===== src/assert_macros.svh =====
// assertion macros shared by the queue rtl
`ifndef ASSERT_MACROS_SVH
`define ASSERT_MACROS_SVH

// same-cycle implication, checked on every rising edge outside reset
`define AST_IMPL(name, ante, cons, msg) \
  name: assert property (@(posedge clk) disable iff (rst) (ante) |-> (cons)) else $error(msg);

// next-cycle implication
`define AST_NEXT(name, ante, cons, msg) \
  name: assert property (@(posedge clk) disable iff (rst) (ante) |=> (cons)) else $error(msg);

`endif


===== src/deq_pkg.sv =====
// types and constants of the double-ended queue
package deq_pkg;

  localparam int DEQ_DEPTH = 16;
  localparam int REQ_W     = 3;
  localparam int VAL_W     = 32;
  localparam int ENTRY_W   = 5;

  typedef enum logic [REQ_W-1:0] {
    OP_PUSH_FRONT = 3'd0,
    OP_PUSH_BACK  = 3'd1,
    OP_POP_FRONT  = 3'd2,
    OP_POP_BACK   = 3'd3,
    OP_SIZE       = 3'd4,
    OP_LIST       = 3'd5
  } op_t;

  typedef enum logic [1:0] {
    ST_OK    = 2'd0,
    ST_EMPTY = 2'd1,
    ST_FULL  = 2'd2
  } stat_t;

  typedef enum logic [1:0] {
    S_IDLE,
    S_READ,
    S_SEND
  } ctrl_state_t;

  typedef struct packed {
    logic accept;
    op_t  op;
    logic load_mem;
    logic list_next;
  } dp_cmd_t;

  typedef struct packed {
    logic empty;
    logic more;
  } dp_stat_t;

endpackage


===== src/deq_in_if.sv =====
// request channel of the queue
interface deq_in_if;
  import deq_pkg::*;

  logic                    valid;
  logic                    ready;
  logic [REQ_W-1:0]        req_type;
  logic signed [VAL_W-1:0] push_value;

  modport source (output valid, req_type, push_value, input ready);
  modport sink (input valid, req_type, push_value, output ready);
endinterface


===== src/deq_out_if.sv =====
// result channel of the queue
interface deq_out_if;
  import deq_pkg::*;

  logic                    valid;
  logic                    ready;
  logic signed [VAL_W-1:0] out_value;
  logic                    has_value;
  logic [ENTRY_W-1:0]      entry_count;
  logic [1:0]              status;
  logic                    last;

  modport source (output valid, out_value, has_value, entry_count, status, last,
                  input ready);
  modport sink (input valid, out_value, has_value, entry_count, status, last,
                output ready);
endinterface


===== src/deq_ctrl.sv =====
// sequencer of the queue: request acceptance, memory read wait, result transfer
`include "assert_macros.svh"

module deq_ctrl (
  input  logic                     clk,
  input  logic                     rst,
  input  logic                     in_valid,
  input  logic [deq_pkg::REQ_W-1:0] req_type,
  output logic                     in_ready,
  output logic                     out_valid,
  input  logic                     out_ready,
  input  deq_pkg::dp_stat_t        stat,
  output deq_pkg::dp_cmd_t         cmd
);
  import deq_pkg::*;

  ctrl_state_t state, state_next;
  op_t         op;
  logic        needs_read;

  assign op = op_t'(req_type);

  always_comb begin
    case (op) inside
      OP_POP_FRONT, OP_POP_BACK, OP_LIST: needs_read = !stat.empty;
      default:                            needs_read = 1'b0;
    endcase
  end

  always_ff @(posedge clk) begin
    if (rst) begin
      state <= S_IDLE;
    end else begin
      state <= state_next;
    end
  end

  always_comb begin
    state_next    = state;
    in_ready      = 1'b0;
    out_valid     = 1'b0;
    cmd.accept    = 1'b0;
    cmd.op        = op;
    cmd.load_mem  = 1'b0;
    cmd.list_next = 1'b0;
    unique case (state)
      S_IDLE: begin
        in_ready = 1'b1;
        if (in_valid) begin
          cmd.accept = 1'b1;
          state_next = needs_read ? S_READ : S_SEND;
        end
      end
      S_READ: begin
        cmd.load_mem = 1'b1;
        state_next   = S_SEND;
      end
      S_SEND: begin
        out_valid = 1'b1;
        if (out_ready) begin
          // list streams on: fetch the next entry after each transfer
          if (stat.more) begin
            cmd.list_next = 1'b1;
            state_next    = S_READ;
          end else begin
            state_next = S_IDLE;
          end
        end
      end
      default: state_next = S_IDLE;
    endcase
  end

  `AST_IMPL(a_excl_ready_valid, in_ready, !out_valid, "accept and result at once")
  `AST_NEXT(a_read_then_send, state == S_READ, out_valid, "read not followed by result")
  `AST_NEXT(a_idle_after_last, out_valid && out_ready && !stat.more, in_ready,
            "not ready after final transfer")

endmodule


===== src/deq_dp.sv =====
// datapath of the queue: slot memory, head and count, result register
`include "assert_macros.svh"

module deq_dp #(
  parameter int DEPTH = deq_pkg::DEQ_DEPTH
) (
  input  logic                            clk,
  input  logic                            rst,
  input  deq_pkg::dp_cmd_t                cmd,
  input  logic signed [deq_pkg::VAL_W-1:0] push_value,
  output deq_pkg::dp_stat_t               stat,
  output logic signed [deq_pkg::VAL_W-1:0] out_value,
  output logic                            has_value,
  output logic [deq_pkg::ENTRY_W-1:0]     entry_count,
  output deq_pkg::stat_t                  status,
  output logic                            last
);
  import deq_pkg::*;

  localparam int IDX_W = $clog2(DEPTH);
  localparam int CNT_W = $clog2(DEPTH + 1);
  localparam logic [IDX_W:0]   DEPTH_X  = (IDX_W + 1)'(DEPTH);
  localparam logic [IDX_W-1:0] IDX_LAST = IDX_W'(DEPTH - 1);
  localparam logic [CNT_W-1:0] CNT_FULL = CNT_W'(DEPTH);

  logic signed [VAL_W-1:0] mem [DEPTH];
  logic signed [VAL_W-1:0] rd_data;
  logic [IDX_W-1:0]        head;
  logic [CNT_W-1:0]        count;
  logic [IDX_W-1:0]        list_idx;
  op_t                     cur_op;

  logic             full, empty, we, is_push, is_pop;
  logic [IDX_W-1:0] front_slot, back_slot, tail_slot, next_slot, waddr, raddr;
  logic [CNT_W-1:0] idx_cnt;

  // ring position a + b, both below DEPTH
  function automatic logic [IDX_W-1:0] ring_add(input logic [IDX_W-1:0] a,
                                                input logic [IDX_W-1:0] b);
    logic [IDX_W:0] s;
    s = {1'b0, a} + {1'b0, b};
    if (s >= DEPTH_X) s = s - DEPTH_X;
    return s[IDX_W-1:0];
  endfunction

  assign full       = (count == CNT_FULL);
  assign empty      = (count == '0);
  assign front_slot = (head == '0) ? IDX_LAST : head - 1'b1;
  assign back_slot  = ring_add(head, count[IDX_W-1:0]);
  assign tail_slot  = ring_add(head, IDX_W'(count - 1'b1));
  assign next_slot  = ring_add(head, list_idx + 1'b1);
  assign idx_cnt    = CNT_W'(list_idx) + 1'b1;

  assign is_push = (cmd.op == OP_PUSH_FRONT) || (cmd.op == OP_PUSH_BACK);
  assign is_pop  = (cmd.op == OP_POP_FRONT) || (cmd.op == OP_POP_BACK);
  assign we      = cmd.accept && is_push && !full;
  assign waddr   = (cmd.op == OP_PUSH_FRONT) ? front_slot : back_slot;

  always_comb begin
    if (cmd.list_next) begin
      raddr = next_slot;
    end else if (cmd.op == OP_POP_BACK) begin
      raddr = tail_slot;
    end else begin
      raddr = head;
    end
  end

  always_ff @(posedge clk) begin
    if (we) begin
      mem[waddr] <= push_value;
    end
    rd_data <= mem[raddr];
  end

  always_ff @(posedge clk) begin
    if (rst) begin
      head  <= '0;
      count <= '0;
    end else if (cmd.accept) begin
      case (cmd.op)
        OP_PUSH_FRONT: begin
          if (!full) begin
            head  <= front_slot;
            count <= count + 1'b1;
          end
        end
        OP_PUSH_BACK: begin
          if (!full) count <= count + 1'b1;
        end
        OP_POP_FRONT: begin
          if (!empty) begin
            head  <= ring_add(head, IDX_W'(1));
            count <= count - 1'b1;
          end
        end
        OP_POP_BACK: begin
          if (!empty) count <= count - 1'b1;
        end
        default: ;
      endcase
    end
  end

  always_ff @(posedge clk) begin
    if (cmd.accept) begin
      cur_op      <= cmd.op;
      list_idx    <= '0;
      out_value   <= '0;
      has_value   <= 1'b0;
      last        <= 1'b1;
      status      <= ST_OK;
      entry_count <= ENTRY_W'(count);
      case (cmd.op) inside
        OP_PUSH_FRONT, OP_PUSH_BACK: begin
          if (full) status <= ST_FULL;
          else entry_count <= ENTRY_W'(count + 1'b1);
        end
        OP_POP_FRONT, OP_POP_BACK: begin
          if (empty) status <= ST_EMPTY;
          else entry_count <= ENTRY_W'(count - 1'b1);
        end
        default: ;
      endcase
    end else if (cmd.load_mem) begin
      out_value <= rd_data;
      has_value <= 1'b1;
      status    <= ST_OK;
      last      <= (cur_op != OP_LIST) || (idx_cnt == count);
    end else if (cmd.list_next) begin
      list_idx <= list_idx + 1'b1;
    end
  end

  assign stat.empty = empty;
  assign stat.more  = !last;

  `AST_NEXT(a_push_count, cmd.accept && is_push && !full, count == $past(count) + 1'b1,
            "push did not grow the queue")
  `AST_NEXT(a_pop_count, cmd.accept && is_pop && !empty, count == $past(count) - 1'b1,
            "pop did not shrink the queue")
  `AST_IMPL(a_count_max, 1'b1, count <= CNT_FULL, "entry count above depth")

endmodule


===== src/double_ended_queue.sv =====
// double-ended queue of signed values in a ring of DEPTH memory slots
// push, size and unknown requests, and pop or list on an empty queue: result valid the cycle after acceptance
// pop: acceptance, then S_READ, then result valid in S_SEND (registered slot memory read)
// list: each entry valid in S_SEND after an S_READ that follows acceptance or the previous transfer
// next request accepted the cycle after the final transfer of the current one
// synchronous reset clears head and count; the slot memory is not cleared
module double_ended_queue #(
  parameter int DEPTH = deq_pkg::DEQ_DEPTH
) (
  input logic      clk,
  input logic      rst,
  deq_in_if.sink   req,
  deq_out_if.source rsp
);
  import deq_pkg::*;

  dp_cmd_t  cmd;
  dp_stat_t stat;
  stat_t    status;

  deq_ctrl u_ctrl (
    .clk       (clk),
    .rst       (rst),
    .in_valid  (req.valid),
    .req_type  (req.req_type),
    .in_ready  (req.ready),
    .out_valid (rsp.valid),
    .out_ready (rsp.ready),
    .stat      (stat),
    .cmd       (cmd)
  );

  deq_dp #(
    .DEPTH (DEPTH)
  ) u_dp (
    .clk         (clk),
    .rst         (rst),
    .cmd         (cmd),
    .push_value  (req.push_value),
    .stat        (stat),
    .out_value   (rsp.out_value),
    .has_value   (rsp.has_value),
    .entry_count (rsp.entry_count),
    .status      (status),
    .last        (rsp.last)
  );

  assign rsp.status = status;

endmodule


===== src/flat_wrapper.sv =====
// flat-port wrapper written by rule: the top's interface ports become plain ports
module double_ended_queue_flat import deq_pkg::*;
#(
  parameter int DEPTH = deq_pkg::DEQ_DEPTH
)
  (clk, rst, req_valid, req_req_type, req_push_value, req_ready, rsp_valid, rsp_out_value, rsp_has_value, rsp_entry_count, rsp_status, rsp_last, rsp_ready);
  deq_in_if req_i ();
  deq_out_if rsp_i ();
  input logic clk;
  input logic rst;
  input wire logic [$bits(req_i.valid)-1:0] req_valid;
  input wire logic [$bits(req_i.req_type)-1:0] req_req_type;
  input wire logic [$bits(req_i.push_value)-1:0] req_push_value;
  output wire logic [$bits(req_i.ready)-1:0] req_ready;
  output wire logic [$bits(rsp_i.valid)-1:0] rsp_valid;
  output wire logic [$bits(rsp_i.out_value)-1:0] rsp_out_value;
  output wire logic [$bits(rsp_i.has_value)-1:0] rsp_has_value;
  output wire logic [$bits(rsp_i.entry_count)-1:0] rsp_entry_count;
  output wire logic [$bits(rsp_i.status)-1:0] rsp_status;
  output wire logic [$bits(rsp_i.last)-1:0] rsp_last;
  input wire logic [$bits(rsp_i.ready)-1:0] rsp_ready;
  assign req_i.valid = req_valid;
  assign req_i.req_type = req_req_type;
  assign req_i.push_value = req_push_value;
  assign req_ready = req_i.ready;
  assign rsp_valid = rsp_i.valid;
  assign rsp_out_value = rsp_i.out_value;
  assign rsp_has_value = rsp_i.has_value;
  assign rsp_entry_count = rsp_i.entry_count;
  assign rsp_status = rsp_i.status;
  assign rsp_last = rsp_i.last;
  assign rsp_i.ready = rsp_ready;
  double_ended_queue #(.DEPTH(DEPTH)) u_core (.clk(clk), .rst(rst), .req(req_i), .rsp(rsp_i));
endmodule

===== config.mk =====
export PLATFORM = sky130hd
export DESIGN_NAME = double_ended_queue_flat
export DESIGN_NICKNAME = d
export VERILOG_FILES = /design/src/deq_pkg.sv /design/src/deq_in_if.sv /design/src/deq_out_if.sv /design/src/deq_ctrl.sv /design/src/deq_dp.sv /design/src/double_ended_queue.sv /design/src/flat_wrapper.sv
export VERILOG_INCLUDE_DIRS = /design/src /design/src/src
export SDC_FILE = /design/constraint.sdc
export NUM_CORES = 1
export LEC_CHECK = 0
export ABC_AREA = 1
export BUFFER_PORTS_ARGS = -buffer_cell sky130_fd_sc_hd__buf_2
export CAP_MARGIN = 20
export CORE_MARGIN = 4
export CORE_UTILIZATION = 38
export DETAILED_ROUTE_END_ITERATION = 10
export GPL_ROUTABILITY_DRIVEN = 0
export GPL_TIMING_DRIVEN = 0
export PLACE_DENSITY = 0.59
export REMOVE_ABC_BUFFERS = 1
export SETUP_SLACK_MARGIN = 0.1
export SLEW_MARGIN = 20
export SYNTH_ARGS = -nofsm -noshare
export SYNTH_HDL_FRONTEND = slang
export SYNTH_HIERARCHICAL = 1
export SYNTH_SLANG_ARGS = --single-unit

===== constraint.sdc =====
create_clock -name clk -period 6 [get_ports clk]
set_input_delay 0.6 -clock clk [delete_from_list [all_inputs] [get_ports clk]]
set_output_delay 0.6 -clock clk [all_outputs]
set_load 0.01 [all_outputs]

==> flow_metrics.tcl <==
set metrics [dict create \
    status "finished, final reports clean" \
    p_leak_nw 13.64 \
    grtUsageTotal_pct 18.71 \
    hpwlAfterDp_um 42420 \
    wl_per_cell_um 18.83 \
    final_cell_mix "nand3_1 (637), nand2_1 (613), inv_1 (528)" \
    viasPerCell 5.102 \
    fin_nets 2833 \
    tns_ns 0 \
    worstMarginPinSlew_ns 0.8025 \
    grt_pass1_wl_um 107600 \
    peakVddDrop_uv 169.5 \
    cp-end-kind "flop" \
    cts_tree "done" \
    drc 0 \
    cp_cell_sequence "inv_2, nor2_4, nand2_1, nor2_1, inv_2, or2_4, buf_16, buf_16, buf_16, nand2_8, buf_16, buf_16, nand2_1, nand3_1, nand2_1, nand2_1, nand2_1, nand2_1, nand2_1" \
    areaGrowthSynthToFinish_pct 17.12 \
    slowest_delay_ns 0.43 \
    r2r_start "u_core/u_ctrl/state[1]" \
    path_clk_slew_ns 0.06 \
    drt_first_iter_violations 1616 \
    ant_nets 0 \
    post_cts_buffers 0 \
    drt_first_pass_iters 6 \
    fmax_mhz 236.1 \
    hold_start "rst" \
    maxCapViolations 0 \
    grt_max_degree 111 \
    crit_fanout 110 \
    synth_top_area_share_pct 58.47 \
    worst_path_max_delay_cell "dfxtp_1" \
    hold_path_end "u_core/u_ctrl/state[1]" \
    synth_area_leaders "edfxtp_1 (58%), nand3_1 (12%), nand2_1 (8.6%)" \
    finalHoldViolCount 0 \
    synth_ff_type "edfxtp_1" \
    rr_worst_depth 19 \
    drive_gt1_share_pct 9.859 \
    postSynthAreaPerCell_um2 9.860 \
    crit_top_cell "nand2_1" \
    ff2ff_setup_slack_ns 1.77 \
    worstSetupPathType "reg -> reg" \
    cp.required_ns 6.47 \
    synth_cell_types 37 \
    syn_area_um2 26810 \
    hold_class "in -> reg" \
    startpoint_type "flop" \
    die_h_um 273.6 \
    die_w_um 273.6 \
    p_per_area_nw_per_um2 307.9 \
    clk_latency_ns 0.61 \
    fp.coreArea_um2 70030 \
    cts_inserted_buffers 66 \
    grt_overflow 0 \
    rsz0062_at_grt "false" \
    timing.final.ws_setup_ns 1.765 \
    cts_resized 0 \
    path_buf_inv 7 \
    drv_slew 0 \
    h-tree-depth 3 \
    port_buffers 81 \
    reg2reg_to "u_core/u_dp/rd_data[22]" \
    final_common_cell "nand3_1" \
    crit_family "simple AND/OR/NAND/NOR gates" \
    place_ws_ns 1.615 \
    finalCritPeriodShare_pct 70.58 \
    final.setup_skew_ns 0.02656 \
    whs_path_depth 2 \
    seq_area_frac_synth_pct 64.52 \
    totalWireLength_um 71040 \
    io_pins 82 \
    setup_viol 0 \
    rows 97 \
    async_flop_share_pct 0 \
    grt_pass1_vias 18498 \
    holdBufCountCts 0 \
    synth-seq-cells 603 \
    ctsLongestPathBuffers 3 \
    relSlewSlack_pct 46.31 \
    critPathArrivalTime_ns 4.70 \
    die_area_um2 74860 \
    fillCellCount 6326 \
    syn_inst 2719 \
    cts_root_buffer "clkbuf_16" \
    yosys_warnings 6 \
    antenna_found_initial 5 \
    period_minus_slack_ns 4.235 \
    clock_sinks 603 \
    start_util_pct 38.28 \
    yosys.area.top_type "edfxtp_1" \
    synth-edff-count 522 \
    vias 19245 \
    fin_hold_ws_ns 0.2340 \
]
## cell usage after synthesis (all sizes together), types with 5 or more instances
cell / n
nand3: 640
nand2: 619
inv: 533
edfxtp: 522
buf: 118
dfxtp: 81
nor2: 40
nand3b: 34
clkbuf: 30
o21ai: 21
a21oi: 18
ha: 14
o211ai: 9
xor2: 9
xnor2: 8
nor3: 5
## logic make-up (layout without fill, tap and decap cells)
logic type / Yosys count / after routing / synth area share, %
AND/OR/NAND/NOR: 1345 / 1345 / 22.51
AO/OA/AOI/OAI: 54 / 54 / 1.162
other: 0 / 2 / 0
flip-flops: 603 / 603 / 64.52
adder cells (fa/ha/maj): 17 / 17 / 0.8775
XOR/XNOR: 17 / 17 / 0.5554
buffers and inverters: 683 / 794 / 10.38
## power by group
| part | switching [mW] | internal, mW | leakage [nW] |
|---|---|---|---|
| sequential | 0.0487 | 4.67 | 5.37 |
| clock | 1.64 | 2.30 | 1.05 |
| combinational | 0.697 | 0.314 | 7.22 |
| total | 2.39 | 7.28 | 13.6 |
## worst register-to-register path, stage by stage, from the launching register on
cell and delay [ns]:
dfxtp_1 0.43, inv_2 0.08, nor2_4 0.09, nand2_1 0.09, nor2_1 0.35, inv_2 0.22, or2_4 0.35, buf_16 0.22
buf_16 0.26, buf_16 0.24, nand2_8 0.39, buf_16 0.33, buf_16 0.39, nand2_1 0.26, nand3_1 0.10, nand2_1 0.07
nand2_1 0.06, nand2_1 0.05, nand2_1 0.05, nand2_1 0.10
## how the worst max path moves through the flow
stage,startpoint,to,slack (ns),cells after the start
floorplan,rsp_ready,u_core/u_dp/rd_data[0],-1.51,12
CTS,u_core/u_ctrl/state[1],u_core/u_dp/rd_data[10],1.82,19
global placement,rsp_ready,u_core/u_dp/rd_data[12],-7.60,13
finish,u_core/u_ctrl/state[1],u_core/u_dp/rd_data[22],1.77,19
detailed placement,req_valid,u_core/u_dp/mem[15][11],1.61,12
global route,u_core/u_ctrl/state[1],u_core/u_dp/rd_data[9],1.48,19
## stage by stage
stage / utilization [%] / cells / instance area, µm² / power (mW)
finish: 44.84 / 3772 / 31400 / 9.667
global route: 44.83 / 3770 / 31390 / 10.05
CTS: 44.83 / 3770 / 31390 / 9.758
detailed placement: 41.81 / 3649 / 29280 / 5.812
global placement: 39.43 / 3592 / 27620 / 5.777
floorplan: - / 2571 / 26030 / 5.388
## flip-flops by register name (all words and copies together) (netlist names)
name / flops
u_core/u_ctrl/state: 2
u_core/u_dp/count: 5
u_core/u_dp/cur_op: 3
u_core/u_dp/entry_count: 5
u_core/u_dp/has_value: 1
u_core/u_dp/head: 4
u_core/u_dp/last: 1
u_core/u_dp/list_idx: 4
u_core/u_dp/mem: 512
u_core/u_dp/out_value: 32
u_core/u_dp/rd_data: 32
u_core/u_dp/status: 2
## cell type report
type,instances,area (µm²),area share (%)
clock inverters,30,236.5,0.7531
repair buffers,138,1856,5.910
flip-flops and latches,603,17300,55.09
well taps,940,1176,3.746
clock buffers,91,1879,5.985
diodes,2,5.005,0.01594
inverters,535,2016,6.420
multi-input cells,1433,6934,22.08
## routing by layer
layer  up-vias  wire length [µm]  track usage [%]
met4         4              2124            6.181
met1      9365             30450            24.96
met2       705             33200            30.49
met3       163              5239            4.049
li1       9008                 -                -
met5         -                27                0
(Power assumes the default switching activity.)
